$ cat config.mk
export PLATFORM = sky130hd
export DESIGN_NAME = mirrored_smoothstep_pixel_glow
export DESIGN_NICKNAME = d
export VERILOG_FILES = /design/src/rtl/core/mspg_pkg.sv /design/src/rtl/core/mspg_ctrl.sv /design/src/rtl/core/mspg_dp.sv /design/src/rtl/core/mirrored_smoothstep_pixel_glow.sv
export SDC_FILE = /design/constraint.sdc
export NUM_CORES = 2
export LEC_CHECK = 0
export ABC_AREA = 1
export ABC_CLOCK_PERIOD_IN_PS = 23000
export BUFFER_PORTS_ARGS = -buffer_cell sky130_fd_sc_hd__buf_4
export CAP_MARGIN = 20
export CORE_MARGIN = 1
export CORE_UTILIZATION = 40
export DETAILED_ROUTE_END_ITERATION = 12
export GPL_TIMING_DRIVEN = 0
export PLACE_DENSITY = 0.54
export SYNTH_ARGS = -nofsm -noshare
export SYNTH_HDL_FRONTEND = slang
export SYNTH_SLANG_ARGS = --single-unit
export TNS_END_PERCENT = 100
$ cat constraint.sdc
create_clock -name clk -period 23 [get_ports clk]
set_clock_uncertainty 0.05 [all_clocks]
set_input_delay 0 -clock clk [delete_from_list [all_inputs] [get_ports clk]]
set_output_delay 0 -clock clk [all_outputs]
set_load 0.02 [all_outputs]
$ cat src/rtl/core/mspg_pkg.sv
// ----------------------------------------------------------------------------
// mspg_pkg
// Shared types, constants and helpers of the smoothstep glow block.
// ----------------------------------------------------------------------------
package mspg_pkg;

	localparam int HALF_WIDTH  = 64;
	localparam int HALF_HEIGHT = 32;

	localparam int DDA_W = 40;
	localparam int COL_W = (HALF_WIDTH  > 2) ? $clog2(HALF_WIDTH)  : 1;
	localparam int ROW_W = (HALF_HEIGHT > 2) ? $clog2(HALF_HEIGHT) : 1;
	localparam int PIX_W = 24;
	localparam int LVL_W = 8;

	localparam logic [LVL_W-1:0] PEAK_RESET = LVL_W'(50);
	localparam logic [LVL_W-1:0] LVL_MAX    = LVL_W'(255);

	localparam logic signed [DDA_W-1:0] CUBE_W      =
		DDA_W'(HALF_WIDTH * HALF_WIDTH * HALF_WIDTH);
	localparam logic signed [DDA_W-1:0] CUBE_H      =
		DDA_W'(HALF_HEIGHT * HALF_HEIGHT * HALF_HEIGHT);
	localparam logic signed [DDA_W-1:0] HALF_CUBE_W =
		DDA_W'(HALF_WIDTH * HALF_WIDTH * HALF_WIDTH / 2);
	localparam logic signed [DDA_W-1:0] HALF_CUBE_H =
		DDA_W'(HALF_HEIGHT * HALF_HEIGHT * HALF_HEIGHT / 2);

	typedef enum logic [2:0] {
		ST_IDLE,
		ST_ARM,
		ST_HNORM,
		ST_VNORM,
		ST_OUT
	} glow_state_t;

	typedef struct packed {
		logic in_load;
		logic arm;
		logic h_sub;
		logic h_step;
		logic v_sub;
		logic v_step;
		logic out_load;
	} glow_cmd_t;

	typedef struct packed {
		logic h_over;
		logic v_over;
		logic col_last;
		logic out_free;
	} glow_stat_t;

	typedef struct packed {
		logic signed [DDA_W-1:0] d1;
		logic signed [DDA_W-1:0] d2;
		logic signed [DDA_W-1:0] d3;
	} dda_deltas_t;

	// a = -2L, b = 3*L*half; d1 = a+b, d2 = 6a+2b, d3 = 6a
	function automatic dda_deltas_t arm_deltas(input logic [LVL_W-1:0] lvl, input int half);
		logic signed [DDA_W-1:0] lv;
		logic signed [DDA_W-1:0] a;
		logic signed [DDA_W-1:0] b;
		dda_deltas_t r;
		lv   = signed'(DDA_W'(lvl));
		a    = -(lv <<< 1);
		b    = lv * signed'(DDA_W'(3 * half));
		r.d1 = a + b;
		r.d2 = (a <<< 2) + (a <<< 1) + (b <<< 1);
		r.d3 = (a <<< 2) + (a <<< 1);
		return r;
	endfunction

	function automatic logic [7:0] blend_ch(input logic [7:0] c, input logic [LVL_W-1:0] lvl);
		logic [15:0] prod;
		prod = 16'(LVL_MAX - c) * 16'(lvl);
		return 8'(c + prod[15:8]);
	endfunction

	function automatic logic [PIX_W-1:0] blend_px(input logic [PIX_W-1:0] px,
			input logic [LVL_W-1:0] lvl);
		return {px[23:16], blend_ch(px[15:8], lvl), blend_ch(px[7:0], lvl)};
	endfunction

endpackage

$ cat src/rtl/core/mspg_ctrl.sv
// ----------------------------------------------------------------------------
// mspg_ctrl
// Sequencer: load, arm and blend, column DDA normalize/step, row DDA
// normalize/step, hand result to the output register.
// ----------------------------------------------------------------------------
module mspg_ctrl
	import mspg_pkg::*;
(
	input  logic       clk,
	input  logic       arst_n,
	input  logic       in_valid,
	output logic       in_ready,
	input  glow_stat_t stat,
	output glow_cmd_t  cmd
);

	glow_state_t state_q, state_nx;

	always_ff @(posedge clk or negedge arst_n) begin
		if (!arst_n) begin
			state_q <= ST_IDLE;
		end else begin
			state_q <= state_nx;
		end
	end

	always_comb begin
		state_nx = state_q;
		case (state_q)
			ST_IDLE: begin
				if (in_valid) state_nx = ST_ARM;
			end
			ST_ARM: begin
				state_nx = ST_HNORM;
			end
			ST_HNORM: begin
				if (!stat.h_over) state_nx = stat.col_last ? ST_VNORM : ST_OUT;
			end
			ST_VNORM: begin
				if (!stat.v_over) state_nx = ST_OUT;
			end
			ST_OUT: begin
				if (stat.out_free) state_nx = ST_IDLE;
			end
			default: begin
				state_nx = ST_IDLE;
			end
		endcase
	end

	always_comb begin
		cmd      = '0;
		in_ready = 1'b0;
		case (state_q)
			ST_IDLE: begin
				in_ready    = 1'b1;
				cmd.in_load = in_valid;
			end
			ST_ARM: begin
				cmd.arm = 1'b1;
			end
			ST_HNORM: begin
				cmd.h_sub  = stat.h_over;
				cmd.h_step = !stat.h_over;
			end
			ST_VNORM: begin
				cmd.v_sub  = stat.v_over;
				cmd.v_step = !stat.v_over;
			end
			ST_OUT: begin
				cmd.out_load = stat.out_free;
			end
			default: begin
				cmd = '0;
			end
		endcase
	end

endmodule

$ cat src/rtl/core/mspg_dp.sv
// ----------------------------------------------------------------------------
// mspg_dp
// Datapath: peak register, row and column DDAs, pixel blend, output register.
// ----------------------------------------------------------------------------
module mspg_dp
	import mspg_pkg::*;
(
	input  logic                 clk,
	input  logic                 arst_n,
	input  logic                 cfg_we,
	input  logic [LVL_W-1:0]     cfg_peak,
	input  logic                 in_start,
	input  logic [4*PIX_W-1:0]   in_pixels,
	input  glow_cmd_t            cmd,
	output glow_stat_t           stat,
	output logic                 out_valid,
	input  logic                 out_ready,
	output logic [4*PIX_W-1:0]   out_pixels,
	output logic                 out_last
);

	logic [LVL_W-1:0]        peak_q;
	logic [4*PIX_W-1:0]      pix_q;
	logic [4*PIX_W-1:0]      res_q;
	logic                    done_q;

	logic [LVL_W-1:0]        row_level_q, col_level_q;
	logic signed [DDA_W-1:0] row_err_q, row_d1_q, row_d2_q, row_d3_q;
	logic signed [DDA_W-1:0] col_err_q, col_d1_q, col_d2_q, col_d3_q;
	logic [COL_W-1:0]        col_cnt_q;
	logic [ROW_W-1:0]        row_cnt_q;

	logic                    out_valid_q;
	logic [4*PIX_W-1:0]      out_pix_q;
	logic                    out_last_q;

	logic                    arm_v, arm_h, row_last;
	logic [LVL_W-1:0]        lvl_eff, h_seed;
	dda_deltas_t             v_arm, h_arm, v_rst;

	assign arm_v    = (row_cnt_q == '0) && (col_cnt_q == '0);
	assign arm_h    = (col_cnt_q == '0);
	assign h_seed   = arm_v ? '0 : row_level_q;
	assign lvl_eff  = arm_h ? '0 : col_level_q;
	assign v_arm    = arm_deltas(peak_q, HALF_HEIGHT);
	assign h_arm    = arm_deltas(h_seed, HALF_WIDTH);
	assign v_rst    = arm_deltas(PEAK_RESET, HALF_HEIGHT);
	assign row_last = (row_cnt_q == ROW_W'(HALF_HEIGHT - 1));

	assign stat.h_over   = col_err_q > HALF_CUBE_W;
	assign stat.v_over   = row_err_q > HALF_CUBE_H;
	assign stat.col_last = (col_cnt_q == COL_W'(HALF_WIDTH - 1));
	assign stat.out_free = !out_valid_q || out_ready;

	assign out_valid  = out_valid_q;
	assign out_pixels = out_pix_q;
	assign out_last   = out_last_q;

	// pixel and result holding, no reset needed
	always_ff @(posedge clk) begin
		if (cmd.in_load) pix_q <= in_pixels;
		if (cmd.arm) begin
			for (int k = 0; k < 4; k++) begin
				res_q[k*PIX_W +: PIX_W] <= blend_px(pix_q[k*PIX_W +: PIX_W], lvl_eff);
			end
		end
		if (cmd.out_load) begin
			out_pix_q  <= res_q;
			out_last_q <= done_q;
		end
		if (cmd.h_step) done_q <= 1'b0;
		if (cmd.v_step) done_q <= row_last;
	end

	always_ff @(posedge clk or negedge arst_n) begin
		if (!arst_n) begin
			peak_q      <= PEAK_RESET;
			row_level_q <= '0;
			row_err_q   <= '0;
			row_d1_q    <= v_rst.d1;
			row_d2_q    <= v_rst.d2;
			row_d3_q    <= v_rst.d3;
			col_level_q <= '0;
			col_err_q   <= '0;
			col_d1_q    <= '0;
			col_d2_q    <= '0;
			col_d3_q    <= '0;
			col_cnt_q   <= '0;
			row_cnt_q   <= '0;
			out_valid_q <= 1'b0;
		end else begin
			if (cfg_we) peak_q <= cfg_peak;

			if (cmd.in_load && in_start) begin
				col_cnt_q <= '0;
				row_cnt_q <= '0;
			end

			if (cmd.arm) begin
				if (arm_v) begin
					row_level_q <= '0;
					row_err_q   <= '0;
					row_d1_q    <= v_arm.d1;
					row_d2_q    <= v_arm.d2;
					row_d3_q    <= v_arm.d3;
				end
				if (arm_h) begin
					col_level_q <= '0;
					col_err_q   <= '0;
					col_d1_q    <= h_arm.d1;
					col_d2_q    <= h_arm.d2;
					col_d3_q    <= h_arm.d3;
				end
			end

			if (cmd.h_sub) begin
				if (col_level_q != LVL_MAX) col_level_q <= col_level_q + 1'b1;
				col_err_q <= col_err_q - CUBE_W;
			end
			if (cmd.h_step) begin
				col_err_q <= col_err_q + col_d1_q;
				col_d1_q  <= col_d1_q + col_d2_q;
				col_d2_q  <= col_d2_q + col_d3_q;
				col_cnt_q <= stat.col_last ? '0 : col_cnt_q + 1'b1;
			end

			if (cmd.v_sub) begin
				if (row_level_q != LVL_MAX) row_level_q <= row_level_q + 1'b1;
				row_err_q <= row_err_q - CUBE_H;
			end
			if (cmd.v_step) begin
				row_err_q <= row_err_q + row_d1_q;
				row_d1_q  <= row_d1_q + row_d2_q;
				row_d2_q  <= row_d2_q + row_d3_q;
				row_cnt_q <= row_last ? '0 : row_cnt_q + 1'b1;
			end

			if (cmd.out_load) begin
				out_valid_q <= 1'b1;
			end else if (out_ready) begin
				out_valid_q <= 1'b0;
			end
		end
	end

endmodule

$ cat src/rtl/core/mirrored_smoothstep_pixel_glow.sv
// ----------------------------------------------------------------------------
// mirrored_smoothstep_pixel_glow
// Smoothstep glow blend of mirrored RGB888 pixel quads toward white.
// ----------------------------------------------------------------------------
// Usage:
//   s_axis carries one item per pixel quad, rows edge-to-center, columns
//   edge-to-center within a row. tuser = frame_start re-arms both DDAs.
//   m_axis returns one blended quad per input item, in order; tlast marks
//   the last quad of the rectangle (HALF_WIDTH x HALF_HEIGHT quads).
//   cfg_* writes peak_level; cfg_ready is always high. The new peak is used
//   from the next rectangle start on.
// Sequence:
//   IDLE (accept), ARM+blend, column step, output load for each item, plus
//   one column error subtract per span before the column step, plus on the
//   last column of a row one row error subtract per span and a row step
//   (also once the level sits at 255). Each DDA normalizes by subtracting a
//   single span at a time. A new item is taken only after the previous
//   result is in the output register.
// Reset: row DDA comes up armed for peak 50, column DDA cleared, output empty, ready for an item.
// Stall: the result waits in the output register; the next item is taken
//   and worked on, then waits in the output load state until m_axis drains.
// ----------------------------------------------------------------------------
module mirrored_smoothstep_pixel_glow
	import mspg_pkg::*;
(
	input  logic               clk,
	input  logic               arst_n,
	// configuration: peak_level
	input  logic               cfg_valid,
	output logic               cfg_ready,
	input  logic [LVL_W-1:0]   cfg_data,
	// input items
	input  logic               s_axis_tvalid,
	output logic               s_axis_tready,
	// [23:0] pixel_top_left, [47:24] pixel_top_right,
	// [71:48] pixel_bottom_left, [95:72] pixel_bottom_right
	input  logic [4*PIX_W-1:0] s_axis_tdata,
	// [0] frame_start
	input  logic               s_axis_tuser,
	// result items
	output logic               m_axis_tvalid,
	input  logic               m_axis_tready,
	// [23:0] glow_top_left, [47:24] glow_top_right,
	// [71:48] glow_bottom_left, [95:72] glow_bottom_right
	output logic [4*PIX_W-1:0] m_axis_tdata,
	// frame_done
	output logic               m_axis_tlast
);

	glow_cmd_t  cmd;
	glow_stat_t stat;

	// register writes are always taken
	assign cfg_ready = 1'b1;

	mspg_ctrl u_ctrl (
		.clk      (clk),
		.arst_n   (arst_n),
		.in_valid (s_axis_tvalid),
		.in_ready (s_axis_tready),
		.stat     (stat),
		.cmd      (cmd)
	);

	mspg_dp u_dp (
		.clk        (clk),
		.arst_n     (arst_n),
		.cfg_we     (cfg_valid),
		.cfg_peak   (cfg_data),
		.in_start   (s_axis_tuser),
		.in_pixels  (s_axis_tdata),
		.cmd        (cmd),
		.stat       (stat),
		.out_valid  (m_axis_tvalid),
		.out_ready  (m_axis_tready),
		.out_pixels (m_axis_tdata),
		.out_last   (m_axis_tlast)
	);

endmodule

==> flow_summary.ini <==
[layout]
stdcell_count = 11000
final_core_util_pct = 46.7
drive_gt1_share_pct = 6.67
fillCellCount = 15700
fin_nets = 9927
synthToLayoutAreaGrowth_pct = 15.5
final_common_cell = nand2_1
mostFrequentLayoutCells = nand2_1, inv_1, nor2_1

[sta]
finalHoldViolCount = 0
finalCritPeriodShare_pct = 36.8
tightestPinTransition_ns = 1.16
setup_viol = 0
max_freq_ghz = 0.118
slew_headroom_pct = 22.7
finalMaxSlewViolations = 0
rsz0062_at_grt = no
period_needed_ns = 8.46
holdWs_ns = 0.0596

[setup_path]
cpMostUsedCell = inv_1
r2r_setup_slack_ns = 14.54
max_stage_delay_ns = 0.76
startpoint_type = register
worst_r2r_startpoint = u_dp.col_cnt_q[0]$_DFFE_PN0P_
reg2reg_to = u_dp.res_q[7]$_DFFE_PN_
cp_max_fo = 10
r2r_cells = 28
startpoint = u_dp.col_cnt_q[0]$_DFFE_PN0P_
cp.arrival_ns = 8.83
critPathCapture = u_dp.res_q[7]$_DFFE_PN_
worst_ep_required_time_ns = 23.37
end_kind = register
critical_path_class = register to register
worst_path_max_delay_cell = clkbuf_1

[detailed_routing]
postRouteWirelength_um = 221000
ant_nets = 0
routedWlPerCell_um = 20.1
vias = 58000
drtIter0Drc = 4605
viasPerCell = 5.28
firstDrtPassIters = 6
route.detailed.drc = 0

[synth]
syn_inst = 8315
synthTopCellsByArea = edfxtp_1, ha_1, dfrtp_1, nand2_1, fa_1
synth_seq_cells = 641
async_flop_share_pct = 54.8
synth_fp_nets = 9384
synth_area_leader_cell = edfxtp_1
yosysWarnings = 0
synth_top_area_share_pct = 13.9
synth_edf_count = 290
yosysSeqAreaShare_pct = 28.0
synthesis.area_sq_um = 62600
synth_area_per_cell_sq_um = 7.53
synth.distinct_cells = 69
synthFlopType = dfrtp_1

[cts]
cts.sinks = 641
cts.path.max_buffers = 3
path_clk_slew_ns = 0.06
cts_tree = yes
post_cts_buffers = 0
ctsHtreeMaxLevel = 3
cts_root_buffer = clkbuf_16
cts_buffers = 80
clock_latency_ns = 0.73

[grt]
first_global_vias = 56900
grt_first_pass_wirelength_um = 337000
grt_max_degree = 110
globalRouteOverflowTotal = 0
track_usage_pct = 27.7
antenna_found_initial = 4

[die]
fp.dieH_um = 398
die_area_sq_um = 158000
initial_utilization_pct = 40.4
rows = 144
die_w_um = 398
io_pins = 210
core-area_sq_um = 155000

[place]
placedCellCount = 10600
hpwlAfterDp_um = 178000
port_buffers = 208
routabilityCongestion = 0.981

[min_path]
hold_path_class = input port to register

[power]
cellPowerDensity_nw_per_um2 = 115
p_leak_nw = 35.9
ir_worst_vdd_uv = 75.9

[job]
cap_violations = 0

[status]
status = complete, no violations
state kept, by name, summed over array words and instances, names as in the netlist, 3 cells and up:
name / count
u_dp.out_pixels: 96
u_dp.pix_q: 96
u_dp.res_q: 96
u_dp.col_d1_q: 40
u_dp.col_err_q: 40
u_dp.row_d1_q: 40
u_dp.row_err_q: 40
u_dp.col_d2_q: 38
u_dp.col_d3_q: 38
u_dp.row_d2_q: 38
u_dp.row_d3_q: 38
u_dp.col_level_q: 8
u_dp.peak_q: 8
u_dp.row_level_q: 8
u_dp.col_cnt_q: 6
u_dp.row_cnt_q: 5
u_ctrl.state_q: 3
where the power goes:
| group | total (mW) | internal (mW) | switching [mW] |
|---|---|---|---|
| sequential | 2.09 | 1.67 | 0.418 |
| clock | 1.40 | 0.815 | 0.584 |
| combinational | 4.84 | 1.53 | 3.31 |
| total | 8.33 | 4.02 | 4.31 |
final cells by class:
type / instances / area [sq um] / share of cell area [%]
clock buffers: 97 / 2140 / 2.95
flip-flops and latches: 641 / 17600 / 24.3
multi-input cells: 6267 / 39700 / 54.8
plain buffers: 167 / 759 / 1.05
repair buffers: 461 / 4240 / 5.86
clock inverters: 52 / 778 / 1.08
well taps: 2044 / 2560 / 3.54
inverters: 1240 / 4650 / 6.43
diodes: 2 / 5.00 / 0.00692
timing repair:
action,CTS,global route
hold endpoints to repair,366,0
resized for setup,0,0
hold buffers,224,0
worst max-delay path: cells and delay by family, from the launching register on:
kind                     cells  cell delay, ns
AO/OA/AOI/OAI                7            1.46
AND/OR/NAND/NOR              5            0.81
adder cells (fa/ha/maj)      7            2.99
flip-flops                   1            0.36
buffers and inverters        7            1.61
XOR/XNOR                     2            0.89
cells in the mapped netlist (all sizes together), types with 34 or more instances:
library cell	number
clkbuf	89
edfxtp	290
o21bai	61
fa	299
nand4	69
ha	660
nor3	68
o22ai	34
a31oi	70
buf	78
xnor2	77
o211ai	38
a21o	42
dfstp	48
dfrtp	303
nor2	1066
nand2	1815
or2	52
a21oi	634
o21ai	475
nor4	34
inv	1239
xor2	242
nand3	420
cell families (layout without fill, tap and decap cells):
| kind of cell | after synthesis | in the layout | share of synthesized area [%] |
|---|---|---|---|
| buf+inv | 1407 | 2017 | 8.65 |
| flops | 641 | 641 | 28.0 |
| xor+xnor | 319 | 319 | 4.47 |
| compound gates | 1432 | 1432 | 12.7 |
| fa+ha+maj | 959 | 959 | 22.8 |
| simple gates | 3556 | 3556 | 23.4 |
| other cells | 1 | 3 | 0.00599 |
stage by stage:
step / total power, mW / setup TNS, ns / area (sq um) / setup WS, ns
2_1_floorplan: 5.15 / 0 / 62600 / 12.10
4_1_cts: 8.28 / 0 / 72300 / 14.79
3_5_place_dp: 6.81 / 0 / 67100 / 14.78
6_report: 8.33 / 0 / 72300 / 14.54
5_1_grt: 8.93 / 0 / 72300 / 14.25
3_3_place_gp: 6.81 / -8.62 / 66700 / -0.915
worst min path at each step:
stage / from / to / slack (ns) / cells after the start
after floorplan: arst_n / u_ctrl.state_q[0]$_DFFE_PN0P_ / -0.35 / 0
after global placement: s_axis_tdata[11] / u_dp.pix_q[11]$_DFFE_PP_ / 0.13 / 1
after detailed placement: arst_n / u_dp.row_d2_q[16]$_DFFE_PN0P_ / -0.15 / 1
after CTS: cfg_valid / u_dp.peak_q[3]$_DFFE_PN0P_ / 0.006 / 3
after global routing: cfg_valid / u_dp.peak_q[3]$_DFFE_PN0P_ / 0.04 / 3
final: cfg_valid / u_dp.peak_q[3]$_DFFE_PN0P_ / 0.06 / 3
layer usage:
layer | track usage (%) | up-vias | wire (um)
li1 | - | 28300 | -
met1 | 39.2 | 27700 | 103000
met2 | 43.8 | 1698 | 97600
met3 | 3.44 | 302 | 12800
met4 | 8.93 | 2 | 7590
met5 | 0 | - | 9
(Power assumes the default switching activity.)
